**src/rtl/ppbs_pkg.sv**
```systemverilog
// Shared types and constants of the prioritized bandwidth budget scheduler.
package ppbs_pkg;

   localparam logic [1:0] REQ_ADD    = 2'd0;
   localparam logic [1:0] REQ_REMOVE = 2'd1;
   localparam logic [1:0] REQ_UPDATE = 2'd2;
   localparam logic [1:0] REQ_REPORT = 2'd3;

   localparam logic [1:0] KIND_ACK   = 2'd0;
   localparam logic [1:0] KIND_GRANT = 2'd1;
   localparam logic [1:0] KIND_DONE  = 2'd2;
   localparam logic [1:0] KIND_ERROR = 2'd3;

   localparam logic [1:0] ERR_NONE   = 2'd0;
   localparam logic [1:0] ERR_SLOT   = 2'd1;
   localparam logic [1:0] ERR_BUSY   = 2'd2;
   localparam logic [1:0] ERR_REPORT = 2'd3;

   localparam logic [1:0] REG_UPLOAD_LIMIT   = 2'd0;
   localparam logic [1:0] REG_DOWNLOAD_LIMIT = 2'd1;
   localparam logic [1:0] REG_WINDOW_LENGTH  = 2'd2;
   localparam logic [1:0] REG_MINIMUM_GRANT  = 2'd3;

   localparam logic [31:0] RESET_LIMIT     = 32'hFFFF_FFFF;
   localparam logic [15:0] RESET_WINDOW_MS = 16'd1000;
   localparam logic [15:0] RESET_MIN_GRANT = 16'd512;

   typedef enum logic [3:0] {
      ST_IDLE,
      ST_WAIT,
      ST_DECODE,
      ST_EMIT,
      ST_COUNT,
      ST_LEVEL,
      ST_DIV,
      ST_SCAN
   } state_type;

   typedef enum logic [3:0] {
      OP_NONE,
      OP_CAPTURE,
      OP_ADD,
      OP_REMOVE,
      OP_UPDATE,
      OP_CNT_STEP,
      OP_NEXT_LEVEL,
      OP_BLOCK,
      OP_OPEN,
      OP_GRANT,
      OP_SCAN_STEP,
      OP_REPORT,
      OP_TO_DOWNLOAD,
      OP_PASS_END
   } op_type;

   typedef struct packed {
      logic [31:0] upload_limit;
      logic [31:0] download_limit;
      logic [15:0] window_length_ms;
      logic [15:0] minimum_grant;
   } cfg_type;

   typedef struct packed {
      op_type     op;
      logic       emit;
      logic [1:0] kind;
      logic [1:0] err;
   } cmd_type;

   typedef struct packed {
      logic [1:0] req_type;
      logic       add_ok;
      logic       count_last;
      logic       level_end;
      logic       dir;
      logic       cnt_zero;
      logic       spent;
      logic       div_done;
      logic       scan_end;
      logic       scan_hit;
      logic       left_gt_bytes;
      logic       out_free;
   } status_type;

endpackage

```
**src/rtl/ppbs_div.sv**
```systemverilog
// Restoring divider: 32-bit dividend by a narrow count, one quotient bit per cycle.
module ppbs_div #(
   parameter int DIVISOR_W = 5
) (
   input  logic                 clock,
   input  logic                 reset,
   input  logic                 start,
   input  logic [31:0]          dividend,
   input  logic [DIVISOR_W-1:0] divisor,
   output logic                 done,
   output logic [31:0]          quotient
);

   logic                 busy_ff, busy_in;
   logic                 done_ff, done_in;
   logic [4:0]           step_ff, step_in;
   logic [31:0]          q_ff, q_in;
   logic [DIVISOR_W-1:0] rem_ff, rem_in;
   logic [DIVISOR_W-1:0] div_ff, div_in;
   logic [DIVISOR_W:0]   trial;

   always_comb begin
      busy_in = busy_ff;
      done_in = 1'b0;
      step_in = step_ff;
      q_in    = q_ff;
      rem_in  = rem_ff;
      div_in  = div_ff;
      trial   = {rem_ff, q_ff[31]};
      if (start) begin
         busy_in = 1'b1;
         step_in = 5'd0;
         q_in    = dividend;
         rem_in  = '0;
         div_in  = divisor;
      end else if (busy_ff) begin
         if (trial >= {1'b0, div_ff}) begin
            rem_in = DIVISOR_W'(trial - {1'b0, div_ff});
            q_in   = {q_ff[30:0], 1'b1};
         end else begin
            rem_in = trial[DIVISOR_W-1:0];
            q_in   = {q_ff[30:0], 1'b0};
         end
         step_in = step_ff + 5'd1;
         if (step_ff == 5'd31) begin
            busy_in = 1'b0;
            done_in = 1'b1;
         end
      end
   end

   always_ff @(posedge clock) begin
      if (reset) begin
         busy_ff <= 1'b0;
         done_ff <= 1'b0;
         step_ff <= 5'd0;
      end else begin
         busy_ff <= busy_in;
         done_ff <= done_in;
         step_ff <= step_in;
      end
      q_ff   <= q_in;
      rem_ff <= rem_in;
      div_ff <= div_in;
   end

   assign done     = done_ff;
   assign quotient = q_ff;

endmodule

```
**src/rtl/ppbs_ctrl.sv**
```systemverilog
// Sequencer of the scheduler: decodes requests and steps the passes.
module ppbs_ctrl (
   input  logic                 clock,
   input  logic                 reset,
   input  logic                 in_valid,
   output logic                 in_ready,
   input  ppbs_pkg::status_type status,
   output ppbs_pkg::cmd_type    cmd
);

   ppbs_pkg::state_type state_ff, state_in;
   ppbs_pkg::state_type ret_ff, ret_in;
   logic [1:0]          kind_ff, kind_in;
   logic [1:0]          err_ff, err_in;
   logic                pass_ff, pass_in;

   always_ff @(posedge clock) begin
      if (reset) begin
         state_ff <= ppbs_pkg::ST_IDLE;
         ret_ff   <= ppbs_pkg::ST_IDLE;
         kind_ff  <= ppbs_pkg::KIND_ACK;
         err_ff   <= ppbs_pkg::ERR_NONE;
         pass_ff  <= 1'b0;
      end else begin
         state_ff <= state_in;
         ret_ff   <= ret_in;
         kind_ff  <= kind_in;
         err_ff   <= err_in;
         pass_ff  <= pass_in;
      end
   end

   always_comb begin
      state_in = state_ff;
      ret_in   = ret_ff;
      kind_in  = kind_ff;
      err_in   = err_ff;
      pass_in  = pass_ff;
      in_ready = 1'b0;
      cmd.op   = ppbs_pkg::OP_NONE;
      cmd.emit = 1'b0;
      cmd.kind = kind_ff;
      cmd.err  = err_ff;
      case (state_ff)
         ppbs_pkg::ST_IDLE, ppbs_pkg::ST_WAIT: begin
            in_ready = 1'b1;
            if (in_valid) begin
               cmd.op   = ppbs_pkg::OP_CAPTURE;
               state_in = ppbs_pkg::ST_DECODE;
            end
         end
         ppbs_pkg::ST_DECODE: begin
            kind_in  = ppbs_pkg::KIND_ACK;
            err_in   = ppbs_pkg::ERR_NONE;
            ret_in   = pass_ff ? ppbs_pkg::ST_WAIT : ppbs_pkg::ST_IDLE;
            state_in = ppbs_pkg::ST_EMIT;
            if (status.req_type == ppbs_pkg::REQ_REPORT) begin
               if (!pass_ff) begin
                  kind_in = ppbs_pkg::KIND_ERROR;
                  err_in  = ppbs_pkg::ERR_REPORT;
               end else begin
                  cmd.op   = ppbs_pkg::OP_REPORT;
                  state_in = status.left_gt_bytes ? ppbs_pkg::ST_SCAN : ppbs_pkg::ST_LEVEL;
               end
            end else if (pass_ff) begin
               kind_in = ppbs_pkg::KIND_ERROR;
               err_in  = ppbs_pkg::ERR_BUSY;
            end else begin
               case (status.req_type)
                  ppbs_pkg::REQ_ADD: begin
                     if (status.add_ok) begin
                        cmd.op = ppbs_pkg::OP_ADD;
                     end else begin
                        kind_in = ppbs_pkg::KIND_ERROR;
                        err_in  = ppbs_pkg::ERR_SLOT;
                     end
                  end
                  ppbs_pkg::REQ_REMOVE: begin
                     cmd.op = ppbs_pkg::OP_REMOVE;
                  end
                  default: begin
                     cmd.op   = ppbs_pkg::OP_UPDATE;
                     pass_in  = 1'b1;
                     state_in = ppbs_pkg::ST_COUNT;
                  end
               endcase
            end
         end
         ppbs_pkg::ST_COUNT: begin
            cmd.op = ppbs_pkg::OP_CNT_STEP;
            if (status.count_last) begin
               state_in = ppbs_pkg::ST_LEVEL;
            end
         end
         ppbs_pkg::ST_LEVEL: begin
            if (status.level_end) begin
               if (!status.dir) begin
                  cmd.op   = ppbs_pkg::OP_TO_DOWNLOAD;
                  state_in = ppbs_pkg::ST_COUNT;
               end else begin
                  cmd.op   = ppbs_pkg::OP_PASS_END;
                  pass_in  = 1'b0;
                  kind_in  = ppbs_pkg::KIND_DONE;
                  err_in   = ppbs_pkg::ERR_NONE;
                  ret_in   = ppbs_pkg::ST_IDLE;
                  state_in = ppbs_pkg::ST_EMIT;
               end
            end else if (status.cnt_zero) begin
               cmd.op = ppbs_pkg::OP_NEXT_LEVEL;
            end else if (status.spent) begin
               cmd.op = ppbs_pkg::OP_BLOCK;
            end else begin
               cmd.op   = ppbs_pkg::OP_OPEN;
               state_in = ppbs_pkg::ST_DIV;
            end
         end
         ppbs_pkg::ST_DIV: begin
            if (status.div_done) begin
               cmd.op   = ppbs_pkg::OP_GRANT;
               state_in = ppbs_pkg::ST_SCAN;
            end
         end
         ppbs_pkg::ST_SCAN: begin
            if (status.scan_end) begin
               cmd.op   = ppbs_pkg::OP_NEXT_LEVEL;
               state_in = ppbs_pkg::ST_LEVEL;
            end else if (status.scan_hit) begin
               kind_in  = ppbs_pkg::KIND_GRANT;
               err_in   = ppbs_pkg::ERR_NONE;
               ret_in   = ppbs_pkg::ST_WAIT;
               state_in = ppbs_pkg::ST_EMIT;
            end else begin
               cmd.op = ppbs_pkg::OP_SCAN_STEP;
            end
         end
         ppbs_pkg::ST_EMIT: begin
            if (status.out_free) begin
               cmd.emit = 1'b1;
               state_in = ret_ff;
            end
         end
         default: begin
            state_in = ppbs_pkg::ST_IDLE;
         end
      endcase
   end

endmodule

```
**src/rtl/ppbs_dp.sv**
```systemverilog
// Datapath of the scheduler: slot table, budgets, pass position and result register.
module ppbs_dp #(
   parameter int MAX_CLIENTS     = 16,
   parameter int PRIORITY_LEVELS = 8
) (
   input  logic                 clock,
   input  logic                 reset,
   input  ppbs_pkg::cfg_type    cfg,
   input  ppbs_pkg::cmd_type    cmd,
   output ppbs_pkg::status_type status,
   input  logic [1:0]           in_type,
   input  logic [3:0]           in_slot,
   input  logic [31:0]          in_now,
   input  logic [15:0]          in_wmask,
   input  logic [15:0]          in_rmask,
   input  logic [31:0]          in_bytes,
   input  logic                 out_ready,
   output logic                 out_valid,
   output logic [1:0]           out_kind,
   output logic [3:0]           out_slot,
   output logic                 out_dir,
   output logic [31:0]          out_bytes,
   output logic [15:0]          out_wblk,
   output logic [15:0]          out_rblk,
   output logic [1:0]           out_err
);

   localparam int SW  = $clog2(MAX_CLIENTS);
   localparam int PW  = $clog2(MAX_CLIENTS + 1);
   localparam int LW  = $clog2(PRIORITY_LEVELS);
   localparam int LCW = $clog2(PRIORITY_LEVELS + 1);
   localparam int CW  = $clog2(MAX_CLIENTS + 1);
   localparam int MW  = (MAX_CLIENTS > 16) ? MAX_CLIENTS : 16;
   localparam int XW  = ((SW > 4) ? SW : 4) + 1;

   logic [MAX_CLIENTS-1:0] valid_ff, valid_in;
   logic [MAX_CLIENTS-1:0] rmv_ff, rmv_in;
   logic [MAX_CLIENTS-1:0] wblk_ff, wblk_in;
   logic [MAX_CLIENTS-1:0] rblk_ff, rblk_in;
   logic [LW-1:0]          wlv_ff [MAX_CLIENTS];
   logic [LW-1:0]          wlv_in [MAX_CLIENTS];
   logic [LW-1:0]          rlv_ff [MAX_CLIENTS];
   logic [LW-1:0]          rlv_in [MAX_CLIENTS];
   logic [CW-1:0]          cnt_ff [PRIORITY_LEVELS];
   logic [CW-1:0]          cnt_in [PRIORITY_LEVELS];
   logic [15:0]            snapw_ff, snapw_in, snapr_ff, snapr_in;
   logic [31:0]            upused_ff, upused_in, dnused_ff, dnused_in;
   logic [31:0]            wstart_ff, wstart_in;
   logic [SW-1:0]          cidx_ff, cidx_in;
   logic                   dir_ff, dir_in;
   logic [LCW-1:0]         level_ff, level_in;
   logic [PW-1:0]          slot_ff, slot_in;
   logic [31:0]            left_ff, left_in, grant_ff, grant_in;
   logic [1:0]             rq_type_ff;
   logic [3:0]             rq_slot_ff;
   logic [31:0]            rq_now_ff, rq_bytes_ff;
   logic [15:0]            rq_wm_ff, rq_rm_ff;
   logic                   ovalid_ff, ovalid_in;
   logic [1:0]             okind_ff, oerr_ff;
   logic [3:0]             oslot_ff;
   logic                   odir_ff;
   logic [31:0]            obytes_ff;
   logic [15:0]            owblk_ff, orblk_ff;

   logic [MW-1:0]          snapw_x, snapr_x, wblk_x, rblk_x;
   logic [MAX_CLIENTS-1:0] rdy_cur;
   logic [LW-1:0]          lv_cur [MAX_CLIENTS];
   logic [31:0]            used_cur, limit_cur, elapsed;
   logic [XW-1:0]          slot_x;
   logic [SW-1:0]          add_idx, scan_idx;
   logic [LW-1:0]          lvl_idx, cidx_lv;
   logic [32:0]            used_sum;
   logic [31:0]            used_sat;
   logic                   div_start, div_done;
   logic [31:0]            div_q;

   always_comb begin
      snapw_x   = MW'(snapw_ff);
      snapr_x   = MW'(snapr_ff);
      wblk_x    = MW'(wblk_ff);
      rblk_x    = MW'(rblk_ff);
      rdy_cur   = dir_ff ? snapr_x[MAX_CLIENTS-1:0] : snapw_x[MAX_CLIENTS-1:0];
      for (int s = 0; s < MAX_CLIENTS; s++) begin
         lv_cur[s] = dir_ff ? rlv_ff[s] : wlv_ff[s];
      end
      used_cur  = dir_ff ? dnused_ff : upused_ff;
      limit_cur = dir_ff ? cfg.download_limit : cfg.upload_limit;
      elapsed   = rq_now_ff - wstart_ff;
      slot_x    = XW'(rq_slot_ff);
      add_idx   = slot_x[SW-1:0];
      scan_idx  = slot_ff[SW-1:0];
      lvl_idx   = level_ff[LW-1:0];
      cidx_lv   = lv_cur[cidx_ff];
      used_sum  = {1'b0, used_cur} + {1'b0, rq_bytes_ff};
      used_sat  = used_sum[32] ? 32'hFFFF_FFFF : used_sum[31:0];
   end

   always_comb begin
      status.req_type      = rq_type_ff;
      status.add_ok        = (slot_x < XW'(MAX_CLIENTS)) && !valid_ff[add_idx];
      status.count_last    = (cidx_ff == SW'(MAX_CLIENTS - 1));
      status.level_end     = (level_ff == LCW'(PRIORITY_LEVELS));
      status.dir           = dir_ff;
      status.cnt_zero      = (cnt_ff[lvl_idx] == '0);
      status.spent         = (used_cur >= limit_cur);
      status.div_done      = div_done;
      status.scan_end      = (slot_ff == PW'(MAX_CLIENTS));
      status.scan_hit      = valid_ff[scan_idx] && rdy_cur[scan_idx]
                             && (lv_cur[scan_idx] == lvl_idx);
      status.left_gt_bytes = (rq_bytes_ff < left_ff);
      status.out_free      = !ovalid_ff || out_ready;
   end

   assign div_start = (cmd.op == ppbs_pkg::OP_OPEN);

   ppbs_div #(
      .DIVISOR_W(CW)
   ) u_div (
      .clock   (clock),
      .reset   (reset),
      .start   (div_start),
      .dividend(limit_cur - used_cur),
      .divisor (cnt_ff[lvl_idx]),
      .done    (div_done),
      .quotient(div_q)
   );

   always_comb begin
      valid_in  = valid_ff;
      rmv_in    = rmv_ff;
      wblk_in   = wblk_ff;
      rblk_in   = rblk_ff;
      wlv_in    = wlv_ff;
      rlv_in    = rlv_ff;
      cnt_in    = cnt_ff;
      snapw_in  = snapw_ff;
      snapr_in  = snapr_ff;
      upused_in = upused_ff;
      dnused_in = dnused_ff;
      wstart_in = wstart_ff;
      cidx_in   = cidx_ff;
      dir_in    = dir_ff;
      level_in  = level_ff;
      slot_in   = slot_ff;
      left_in   = left_ff;
      grant_in  = grant_ff;
      case (cmd.op)
         ppbs_pkg::OP_ADD: begin
            valid_in[add_idx] = 1'b1;
            rmv_in[add_idx]   = 1'b0;
            wblk_in[add_idx]  = 1'b0;
            rblk_in[add_idx]  = 1'b0;
            wlv_in[add_idx]   = '0;
            rlv_in[add_idx]   = '0;
         end
         ppbs_pkg::OP_REMOVE: begin
            if ((slot_x < XW'(MAX_CLIENTS)) && valid_ff[add_idx]) begin
               rmv_in[add_idx] = 1'b1;
            end
         end
         ppbs_pkg::OP_UPDATE: begin
            if (elapsed > {16'd0, cfg.window_length_ms}) begin
               wblk_in   = '0;
               rblk_in   = '0;
               for (int s = 0; s < MAX_CLIENTS; s++) begin
                  wlv_in[s] = '0;
                  rlv_in[s] = '0;
               end
               wstart_in = rq_now_ff;
               upused_in = '0;
               dnused_in = '0;
            end
            valid_in = valid_ff & ~rmv_ff;
            rmv_in   = '0;
            snapw_in = rq_wm_ff;
            snapr_in = rq_rm_ff;
            dir_in   = 1'b0;
            level_in = '0;
            slot_in  = '0;
            cidx_in  = '0;
            for (int l = 0; l < PRIORITY_LEVELS; l++) begin
               cnt_in[l] = '0;
            end
         end
         ppbs_pkg::OP_CNT_STEP: begin
            if (valid_ff[cidx_ff] && rdy_cur[cidx_ff]) begin
               cnt_in[cidx_lv] = CW'(cnt_ff[cidx_lv] + 1'b1);
            end
            cidx_in = (cidx_ff == SW'(MAX_CLIENTS - 1)) ? '0 : SW'(cidx_ff + 1'b1);
         end
         ppbs_pkg::OP_NEXT_LEVEL: begin
            level_in = LCW'(level_ff + 1'b1);
            slot_in  = '0;
         end
         ppbs_pkg::OP_BLOCK: begin
            for (int s = 0; s < MAX_CLIENTS; s++) begin
               if (valid_ff[s] && rdy_cur[s] && (lv_cur[s] == lvl_idx)) begin
                  if (dir_ff) begin
                     rblk_in[s] = 1'b1;
                  end else begin
                     wblk_in[s] = 1'b1;
                  end
               end
            end
            level_in = LCW'(level_ff + 1'b1);
            slot_in  = '0;
         end
         ppbs_pkg::OP_OPEN: begin
            left_in = limit_cur - used_cur;
            slot_in = '0;
         end
         ppbs_pkg::OP_GRANT: begin
            grant_in = (div_q < {16'd0, cfg.minimum_grant}) ? {16'd0, cfg.minimum_grant} : div_q;
         end
         ppbs_pkg::OP_SCAN_STEP: begin
            slot_in = PW'(slot_ff + 1'b1);
         end
         ppbs_pkg::OP_REPORT: begin
            if (dir_ff) begin
               dnused_in = used_sat;
            end else begin
               upused_in = used_sat;
            end
            if ((rq_bytes_ff != '0) && (level_ff < LCW'(PRIORITY_LEVELS - 1))) begin
               if (dir_ff) begin
                  rlv_in[scan_idx] = LW'(level_ff + 1'b1);
               end else begin
                  wlv_in[scan_idx] = LW'(level_ff + 1'b1);
               end
            end
            if (rq_bytes_ff < left_ff) begin
               left_in = left_ff - rq_bytes_ff;
               slot_in = PW'(slot_ff + 1'b1);
            end else begin
               left_in  = '0;
               level_in = LCW'(level_ff + 1'b1);
               slot_in  = '0;
            end
         end
         ppbs_pkg::OP_TO_DOWNLOAD: begin
            dir_in   = 1'b1;
            level_in = '0;
            slot_in  = '0;
            cidx_in  = '0;
            for (int l = 0; l < PRIORITY_LEVELS; l++) begin
               cnt_in[l] = '0;
            end
         end
         ppbs_pkg::OP_PASS_END: begin
            dir_in   = 1'b0;
            level_in = '0;
            slot_in  = '0;
         end
         default: begin
         end
      endcase
   end

   always_comb begin
      ovalid_in = ovalid_ff;
      if (cmd.emit) begin
         ovalid_in = 1'b1;
      end else if (out_ready) begin
         ovalid_in = 1'b0;
      end
   end

   always_ff @(posedge clock) begin
      if (reset) begin
         valid_ff  <= '0;
         rmv_ff    <= '0;
         wblk_ff   <= '0;
         rblk_ff   <= '0;
         for (int s = 0; s < MAX_CLIENTS; s++) begin
            wlv_ff[s] <= '0;
            rlv_ff[s] <= '0;
         end
         snapw_ff  <= '0;
         snapr_ff  <= '0;
         upused_ff <= '0;
         dnused_ff <= '0;
         wstart_ff <= '0;
         cidx_ff   <= '0;
         dir_ff    <= 1'b0;
         level_ff  <= '0;
         slot_ff   <= '0;
         ovalid_ff <= 1'b0;
      end else begin
         valid_ff  <= valid_in;
         rmv_ff    <= rmv_in;
         wblk_ff   <= wblk_in;
         rblk_ff   <= rblk_in;
         wlv_ff    <= wlv_in;
         rlv_ff    <= rlv_in;
         snapw_ff  <= snapw_in;
         snapr_ff  <= snapr_in;
         upused_ff <= upused_in;
         dnused_ff <= dnused_in;
         wstart_ff <= wstart_in;
         cidx_ff   <= cidx_in;
         dir_ff    <= dir_in;
         level_ff  <= level_in;
         slot_ff   <= slot_in;
         ovalid_ff <= ovalid_in;
      end
      cnt_ff   <= cnt_in;
      left_ff  <= left_in;
      grant_ff <= grant_in;
      if (cmd.op == ppbs_pkg::OP_CAPTURE) begin
         rq_type_ff  <= in_type;
         rq_slot_ff  <= in_slot;
         rq_now_ff   <= in_now;
         rq_wm_ff    <= in_wmask;
         rq_rm_ff    <= in_rmask;
         rq_bytes_ff <= in_bytes;
      end
      if (cmd.emit) begin
         okind_ff <= cmd.kind;
         oerr_ff  <= cmd.err;
         owblk_ff <= wblk_x[15:0];
         orblk_ff <= rblk_x[15:0];
         if (cmd.kind == ppbs_pkg::KIND_GRANT) begin
            oslot_ff  <= 4'(slot_ff);
            odir_ff   <= dir_ff;
            obytes_ff <= grant_ff;
         end else begin
            oslot_ff  <= '0;
            odir_ff   <= 1'b0;
            obytes_ff <= '0;
         end
      end
   end

   assign out_valid = ovalid_ff;
   assign out_kind  = okind_ff;
   assign out_slot  = oslot_ff;
   assign out_dir   = odir_ff;
   assign out_bytes = obytes_ff;
   assign out_wblk  = owblk_ff;
   assign out_rblk  = orblk_ff;
   assign out_err   = oerr_ff;

endmodule

```
**src/rtl/prioritized_bandwidth_budget_scheduler.sv**
```systemverilog
// Top level of the prioritized bandwidth budget scheduler: register port and block wiring.
//
//   Channel  Direction  Handshake              Contents
//   req_     in         req_tvalid/req_tready  tuser: req_type; tdata: request fields
//   rsp_     out        rsp_tvalid/rsp_tready  tuser: result_kind; tdata: result fields
//   csr_     in         APB, pready tied high  four 32-bit registers at 0x0..0xC
//
// Add, remove, report-while-idle and every rejected request pass decode, then the
// output load, which waits for a free output register, before the result word is valid.
// An update or an accepted report walks the pass: each direction first counts
// its ready clients, one slot a cycle, then visits each level in turn, and a
// level that is served opens its budget, waits for the bit-serial budget
// divider and then scans its slots one slot a cycle, pausing at each grant
// until the report for it arrives.
// Reset is synchronous and clears the slot table, the usage counters and the pass position.
// A stalled result word holds in the output register; the next request word is
// still taken and its result waits until the register is free.
module prioritized_bandwidth_budget_scheduler #(
   parameter int MAX_CLIENTS     = 16,
   parameter int PRIORITY_LEVELS = 8
) (
   input  logic         clock,
   input  logic         reset,
   input  logic         req_tvalid,
   output logic         req_tready,
   // tdata from bit 0: client_slot[3:0], now_ms[35:4], write_ready_mask[51:36],
   // read_ready_mask[67:52], bytes_done[99:68], zero pad [103:100]
   input  logic [103:0] req_tdata,
   // tuser: req_type[1:0]
   input  logic [1:0]   req_tuser,
   output logic         rsp_tvalid,
   input  logic         rsp_tready,
   // tdata from bit 0: grant_slot[3:0], grant_direction[4], grant_bytes[36:5],
   // write_blocked_mask[52:37], read_blocked_mask[68:53], error_code[70:69], zero [71]
   output logic [71:0]  rsp_tdata,
   // tuser: result_kind[1:0]
   output logic [1:0]   rsp_tuser,
   input  logic         csr_psel,
   input  logic         csr_penable,
   input  logic         csr_pwrite,
   input  logic [3:0]   csr_paddr,
   input  logic [31:0]  csr_pwdata,
   output logic [31:0]  csr_prdata,
   output logic         csr_pready
);

   ppbs_pkg::cfg_type    cfg_ff, cfg_in;
   ppbs_pkg::cmd_type    cmd;
   ppbs_pkg::status_type status;
   logic                 csr_write;
   logic                 out_dir;
   logic [3:0]           out_slot;
   logic [31:0]          out_bytes;
   logic [15:0]          out_wblk, out_rblk;
   logic [1:0]           out_err;

   // The register port writes on the access phase; there are no wait states.
   assign csr_pready = 1'b1;
   assign csr_write  = csr_psel && csr_penable && csr_pwrite;

   always_comb begin
      cfg_in = cfg_ff;
      if (csr_write) begin
         case (csr_paddr[3:2])
            ppbs_pkg::REG_UPLOAD_LIMIT:   cfg_in.upload_limit     = csr_pwdata;
            ppbs_pkg::REG_DOWNLOAD_LIMIT: cfg_in.download_limit   = csr_pwdata;
            ppbs_pkg::REG_WINDOW_LENGTH:  cfg_in.window_length_ms = csr_pwdata[15:0];
            ppbs_pkg::REG_MINIMUM_GRANT:  cfg_in.minimum_grant    = csr_pwdata[15:0];
            default: begin
            end
         endcase
      end
   end

   always_comb begin
      case (csr_paddr[3:2])
         ppbs_pkg::REG_UPLOAD_LIMIT:   csr_prdata = cfg_ff.upload_limit;
         ppbs_pkg::REG_DOWNLOAD_LIMIT: csr_prdata = cfg_ff.download_limit;
         ppbs_pkg::REG_WINDOW_LENGTH:  csr_prdata = {16'd0, cfg_ff.window_length_ms};
         ppbs_pkg::REG_MINIMUM_GRANT:  csr_prdata = {16'd0, cfg_ff.minimum_grant};
         default:                      csr_prdata = '0;
      endcase
   end

   always_ff @(posedge clock) begin
      if (reset) begin
         cfg_ff.upload_limit     <= ppbs_pkg::RESET_LIMIT;
         cfg_ff.download_limit   <= ppbs_pkg::RESET_LIMIT;
         cfg_ff.window_length_ms <= ppbs_pkg::RESET_WINDOW_MS;
         cfg_ff.minimum_grant    <= ppbs_pkg::RESET_MIN_GRANT;
      end else begin
         cfg_ff <= cfg_in;
      end
   end

   // The sequencer only steers; all state of the table and the pass position sits in the datapath.
   ppbs_ctrl u_ctrl (
      .clock   (clock),
      .reset   (reset),
      .in_valid(req_tvalid),
      .in_ready(req_tready),
      .status  (status),
      .cmd     (cmd)
   );

   ppbs_dp #(
      .MAX_CLIENTS    (MAX_CLIENTS),
      .PRIORITY_LEVELS(PRIORITY_LEVELS)
   ) u_dp (
      .clock    (clock),
      .reset    (reset),
      .cfg      (cfg_ff),
      .cmd      (cmd),
      .status   (status),
      .in_type  (req_tuser),
      .in_slot  (req_tdata[3:0]),
      .in_now   (req_tdata[35:4]),
      .in_wmask (req_tdata[51:36]),
      .in_rmask (req_tdata[67:52]),
      .in_bytes (req_tdata[99:68]),
      .out_ready(rsp_tready),
      .out_valid(rsp_tvalid),
      .out_kind (rsp_tuser),
      .out_slot (out_slot),
      .out_dir  (out_dir),
      .out_bytes(out_bytes),
      .out_wblk (out_wblk),
      .out_rblk (out_rblk),
      .out_err  (out_err)
   );

   assign rsp_tdata = {1'b0, out_err, out_rblk, out_wblk, out_bytes, out_dir, out_slot};

endmodule
```
**config.mk**
```make
export PLATFORM = sky130hd
export DESIGN_NAME = prioritized_bandwidth_budget_scheduler
export DESIGN_NICKNAME = d
export VERILOG_FILES = /design/src/rtl/ppbs_pkg.sv /design/src/rtl/ppbs_div.sv /design/src/rtl/ppbs_ctrl.sv /design/src/rtl/ppbs_dp.sv /design/src/rtl/prioritized_bandwidth_budget_scheduler.sv
export SDC_FILE = /design/constraint.sdc
export NUM_CORES = 2
export LEC_CHECK = 0
export BUFFER_PORTS_ARGS = -buffer_cell sky130_fd_sc_hd__buf_2
export CORE_ASPECT_RATIO = 0.9
export CORE_UTILIZATION = 36
export CTS_CLUSTER_SIZE = 40
export DETAILED_ROUTE_END_ITERATION = 10
export SYNTH_ARGS = -nofsm -noshare
export SYNTH_HDL_FRONTEND = slang
export SYNTH_SLANG_ARGS = --single-unit
```
**constraint.sdc**
```tcl
create_clock -name clock -period 11.9 [get_ports clock]
set_input_delay 0.595 -clock clock [delete_from_list [all_inputs] [get_ports clock]]
set_output_delay 0.595 -clock clock [all_outputs]
set_load 0.01 [all_outputs]
```
# After elaboration in Yosys (flattened, before gate mapping)

Cells that the tools add are included.

Bits of input ports: 149
Word-level logic and storage cells: 559
Register bits: 740
Output and inout port bits: 109

Reductions and logical operators: 122
Order comparisons: 19
Bitwise operators: 17
Add/sub/neg operators: 10
Muxes and demuxes: 192
Equal/unequal tests: 84

Operators with widths:

| operator             | count |
|---|---|
| $mux W32             | 9 |
| $pmux W48 S3         | 2 |
| $mux W48             | 5 |
| $pmux W32 S2         | 3 |
| $pmux W16 S3         | 3 |
| $reduce_and A4 Y1    | 35 |
| $pmux W32 S4         | 1 |
| $mux W4              | 27 |
| $and A48 B48 Y48     | 2 |
| $bwmux W48           | 2 |
| $sub A32 B32 Y32     | 3 |
| $pmux W40 S2         | 1 |
| $mux W3              | 24 |
| $and A16 B16 Y16     | 4 |
| $mux W16             | 4 |
| $mux W1              | 59 |
| $eq A3 B3 Y1         | 17 |
| $ne A2 B1 Y1 const B | 24 |
| $not A48 Y48         | 1 |
| $logic_and A1 B1 Y1  | 44 |
| $bwmux W40           | 1 |
| $mux W40             | 1 |
| $mux W2              | 18 |
| $mux W5              | 7 |
| 60 further kinds     | 147 |

# Longest topological paths before layout

Depth after elaboration: 13
Depth in mapped cells: 28
Mapped depth without buffers: 21

# Hierarchy

Synthesis repeated with hierarchy kept, for this count alone.

Cells, all modules: 4357
Area total of the unflattened synthesis: 42341.9 µm²

Modules (own cells, without submodules):

| module                                 | cells an instance | area each (µm²) | instances | seq. area each (µm²) |
|---|---|---|---|---|
| ppbs_dp                                | 3658              | 34794.6         | 1         | 14443.9 |
| prioritized_bandwidth_budget_scheduler | 430               | 4493.1          | 1         | 1921.8 |
| ppbs_div                               | 159               | 2224.6          | 1         | 1351.3 |
| ppbs_ctrl                              | 110               | 829.5           | 1         | 180.2 |

# Worst setup path before layout

Ideal clock, no wire load.

Path kind: reg-to-reg
Start point: register u_dp.dir_ff
End point: register u_dp.left_ff[0] (enable)
Buffers on the path: 12
Setup time: 0.389 ns
Arrival time: 6.871 ns
Clock period less this slack: 7.260 ns
Stages on the path, launching flop included: 25
Required time: 11.511 ns
Slack: 4.640 ns
Cells stage by stage: dfxtp_1 -> buf_4 -> buf_6 -> buf_6 -> buf_4 -> buf_2 -> buf_2 -> buf_1 -> clkbuf_1 -> clkbuf_1 -> buf_1 -> mux2i_1 -> inv_1 -> fa_1 -> nor2b_1 -> o2111a_1 -> a211oi_1 -> o31a_1 -> a21o_1 -> a21boi_0 -> nand4_1 -> or2_2 -> clkbuf_1 -> clkbuf_1 -> nand2_1

Longest elaborated chain between the ends: 11
Elaborated cells between the ends (all ways): 38
Those cells by class: order compare: 1; eq/ne: 3; mux: 31; reduce/logical: 3

RTL lines:

| element                                                | line            | text |
|---|---|---|
| start, declared                                        | ppbs_dp.sv:50   | `logic dir_ff, dir_in;` |
| start signal, assigned                                 | ppbs_dp.sv:301  | `dir_ff <= dir_in;` |
| branches (longest 8 deep; another with $ge A32 B32 Y1) | --              |  |
| $pmux W4 S6 *                                          | ppbs_ctrl.sv:44 | `case (state_ff)` |
| $eq A4 B4 Y1                                           | ppbs_dp.sv:147  | `case (cmd.op)` |
| $reduce_bool A2 Y1 (no line) *                         | --              |  |
| end signal, assigned                                   | ppbs_dp.sv:307  | `left_ff <= left_in;` |
| end, declared                                          | ppbs_dp.sv:53   | `logic [31:0] left_ff, left_in, grant_ff, grant_in;` |

Mark *: on every way between the ends. The select of a mux whose other input is x is not followed.
A chain may end at the register's enable or synchronous reset.

# Final worst setup path

Start point: register u_dp.dir_ff
End point: register u_dp.dnused_ff[3]

Longest elaborated chain between the ends: 12
Elaborated cells between the ends (all ways): 45
Those cells by class: add/sub: 1; order compare: 1; eq/ne: 5; mux: 34; reduce/logical: 4

RTL lines:

| element                                                 | line           | text |
|---|---|---|
| branches (longest 12 deep; another with $ge A32 B32 Y1) | --             |  |
| end signal, assigned                                    | ppbs_dp.sv:298 | `dnused_ff <= dnused_in;` |
| end, declared                                           | ppbs_dp.sv:47  | `logic [31:0] upused_ff, upused_in, dnused_ff, dnused_in;` |

Parallel ways; which one is timed is not known. The select of a mux whose other input is x is not followed.

==> summary.txt <==
Job
  • Total of max-cap violations: 0

STA
  • Ratio of final minimum period to clock period: roughly 67%
  • Final Hold Viols: 0
  • Slew HR: 21.6%
  • RSZ-0062 raised after global routing: no
  • Slew @ Worst Pin: 1.16 ns
  • Clk_skew: between 0.04 and 0.05 ns
  • Setup TNS: 0 ns
  • Peak Freq: 125 MHz
  • Post-layout minimum cycle time: 8.02 ns
  • Fin. max-slew vios: 0
  • Endpoints failing setup: 0

Clocking
  • Root Driver: clkbuf_16
  • Hold Buf Count CTS: 0
  • Number of gates resized after CTS: 0
  • Worst-case clock buffer depth: 3
  • H-tree depth: 3
  • Sink Count: 736
  • Post-CTS Setup Inserts: 0
  • CTS buffer count: 84
  • Clock Pin Slew Worst Setup and Hold Paths: approximately 0.06 ns
  • CTS tree: done
  • Clock Latency Late Sink: 0.68 ns

Yosys
  • Leading cell types by count after synthesis: nand2_1 (486), dfxtp_1 (420), edfxtp_1 (316)
  • Syn_area_per_cell: a little under 10 µm²
  • Synth Instances: 4191
  • Cell with the most instances after synthesis: nand2_1
  • Syn nets: approximately 4.5k
  • Top cell type by total area after synthesis: edfxtp_1
  • Syn Std Cell Area: approximately 41000 µm²
  • Synth area leaders: edfxtp_1 (23%), dfxtp_1 (20%), mux2i_1 (6.9%)
  • Sequential share of the synthesized area: between 40% and 50%
  • Top FF cell, synth: dfxtp_1
  • Synth warn: 0
  • Fraction of registers with async set/reset: 0%
  • Synth top area share: 23.0%
  • #FFs+latches synth: between 700 and 800
  • Yosys cell types: 94
  • Number of synthesized flops with an enable pin: roughly 320

Route
  • Avg WL per Cell: 21.6 µm
  • Via count: 33.1k
  • Vias per inst: about 5.6
  • Iter 0 DRT Violations: 3498
  • Detailed-route DRC error count: 0
  • Final ANT Viol Nets: 0
  • Final WL: about 130000 µm
  • DR pass1 iterations: 6

Setup path
  • R2R Setup Slk: 3.88 ns
  • Worst EP arrival: 8.59 ns
  • Crit-path max cell delay: 0.88 ns
  • Critical R2R Launch: u_dp.dir_ff
  • Class of the most critical setup path: reg2reg
  • CP Launch Type: flop
  • Setup crit start: u_dp.dir_ff
  • Setup crit end kind: flop
  • Worst Path Max Fanout: 39
  • Crit path buf inv count: 2
  • Slowest-stage cell, CP: nand2_2
  • Data required, critical path: 12.47 ns
  • Crit path max-delay family: simple AND/OR/NAND/NOR gates
  • Worst-path cell chain: buf_4 -> mux2_2 -> ha_1 -> nand4_1 -> nor4_1 -> nand2_1 -> nor4_1 -> a21o_1 -> and2_1 -> nand2b_1 -> and4_2 -> buf_4 -> nand2_1 -> nand2_2 -> mux2i_1

Finish
  • Post-layout net count: around 4.6k
  • Syn-to-layout area delta: 12.9%
  • Final instance area: 46600 µm²
  • Share of cells above drive strength 1: 14.9%

Die
  • Core area: about 110000 µm²
  • Full die area: 116000 µm²
  • Num ports: between 200 and 300
  • Initial core utilization: 36.4%
  • Die W: roughly 360 µm
  • Site Rows: 117
  • Die H: roughly 320 µm

GRT
  • Largest net degree at the start of global routing: 98
  • Global-route track usage on met3: 3.94%
  • Vias in the first global route: 30.7k
  • Met1 usage: slightly above 30%
  • Gr usage total: 21.2%
  • GR peak layer: met2
  • First-pass GRT wire length: 190000 µm
  • Total grt overflow: 0
  • Met2 usage: 31.7%
  • Initial antenna violation count: 14

Pwr
  • PD cells: 150 nW/µm²
  • Sequential Power Share: between 40% and 50%
  • Max IR drop VDD: around 0.14 mV
  • Clock power share: 38.1%
  • Power Total: about 7 mW
  • Combinational share of power: 19.9%
  • Switching pwr: 2.15 mW
  • Switching Share: 30.7%
  • Leak pwr: between 15 and 20 nW
  • Internal: 4.85 mW

Placed design
  • Port buffer count: ~250
  • Cell Area, Placed: 43800 µm²
  • Dpl hpwl: slightly above 90000 µm
  • Placer Congestion: 0.946

Min path
  • Hold path start: req_tdata[81]
  • Min-Delay Path Class: in2reg

Run status
  • Outcome: finished, final reports clean
## final cells by class
class | instances | area (µm²)
Fill cell | 11000 | 66900
Multi-Input combinational cell | 2918 | 21300
Sequential cell | 736 | 17900
Clock buffer | 117 | 2400
Tap cell | 1487 | 1860
Timing Repair Buffer | 300 | 1640
Inverter | 281 | 1060
Clock inverter | 38 | 412
Antenna cell | 7 | 17.5
## worst paths after layout
| check | endpoint | cells past startpoint |
|---|---|---|
| hold reg to reg | u_dp.out_err[1] | 0 |
| hold / removal | u_dp.rq_bytes_ff[13] | 1 |
| setup reg to reg | u_dp.dnused_ff[3] | 15 |
| setup / recovery | u_dp.dnused_ff[3] | 15 |
## kinds of logic (layout without fill, tap and decap cells)
kind of cell               count (synthesis)  after routing  share of synthesized area (%)
and+or+nand+nor                         1169           1169                           13.2
xor gates and xnor gates                 174            174                           3.69
DFF                                      736            736                           43.4
other                                      2              9                         0.0182
buffers and inverters                    537            736                           5.21
muxes                                    449            449                           13.8
AOI/OAI and AO/OA                        945            945                           15.2
adders and majority gates                179            179                           5.52
## layout by cell type, fill, tap and decap left out, drive strengths merged, types with 117 or more instances in the layout
cell type / netlist / layout
buf: 83 / 300
nor2: 217 / 217
inv: 277 / 285
mux2i: 285 / 285
edfxtp: 316 / 316
o21ai: 177 / 177
xnor2: 132 / 132
nand2: 487 / 487
dfxtp: 420 / 420
clkbuf: 173 / 117
a21oi: 272 / 272
ha: 174 / 174
## stage by stage
step                      utilization [%]  setup WS (ns)  instances  hold slack, ns
after global placement               38.6           4.00       5722           0.413
after floorplan                         -           4.64       4191           0.400
after detailed placement             38.6           3.99       5722           0.413
after CTS                            41.1           3.93       5877          0.0546
after global routing                 41.1           3.46       5880          0.0694
final                                41.1           3.88       5884          0.0911
## per-layer routing
| layer | up-vias | part of all wire [%] | wire (µm) |
|---|---|---|---|
| li1 | 15500 | - | - |
| met1 | 16100 | 46 | 59100 |
| met2 | 1229 | 43 | 54600 |
| met3 | 214 | 7.8 | 9900 |
| met4 | 4 | 2.8 | 3600 |
| met5 | - | 0.020 | 26 |
## registers in the layout, indices dropped and copies added (netlist names), 40 cells and up
name	count
cfg_ff	96
u_dp.cnt_ff	40
u_dp.rlv_ff	48
u_dp.wlv_ff	48
## power groups by stage
stage | clock network [mW] | logic (mW) | registers, mW
after floorplan | 0 | 1.01 | 2.94
after global placement | 0 | 1.36 | 2.99
after detailed placement | 0 | 1.37 | 2.99
after CTS | 2.72 | 1.38 | 2.94
after global routing | 2.81 | 1.53 | 2.96
final | 2.67 | 1.39 | 2.94
(Power assumes the default switching activity.)
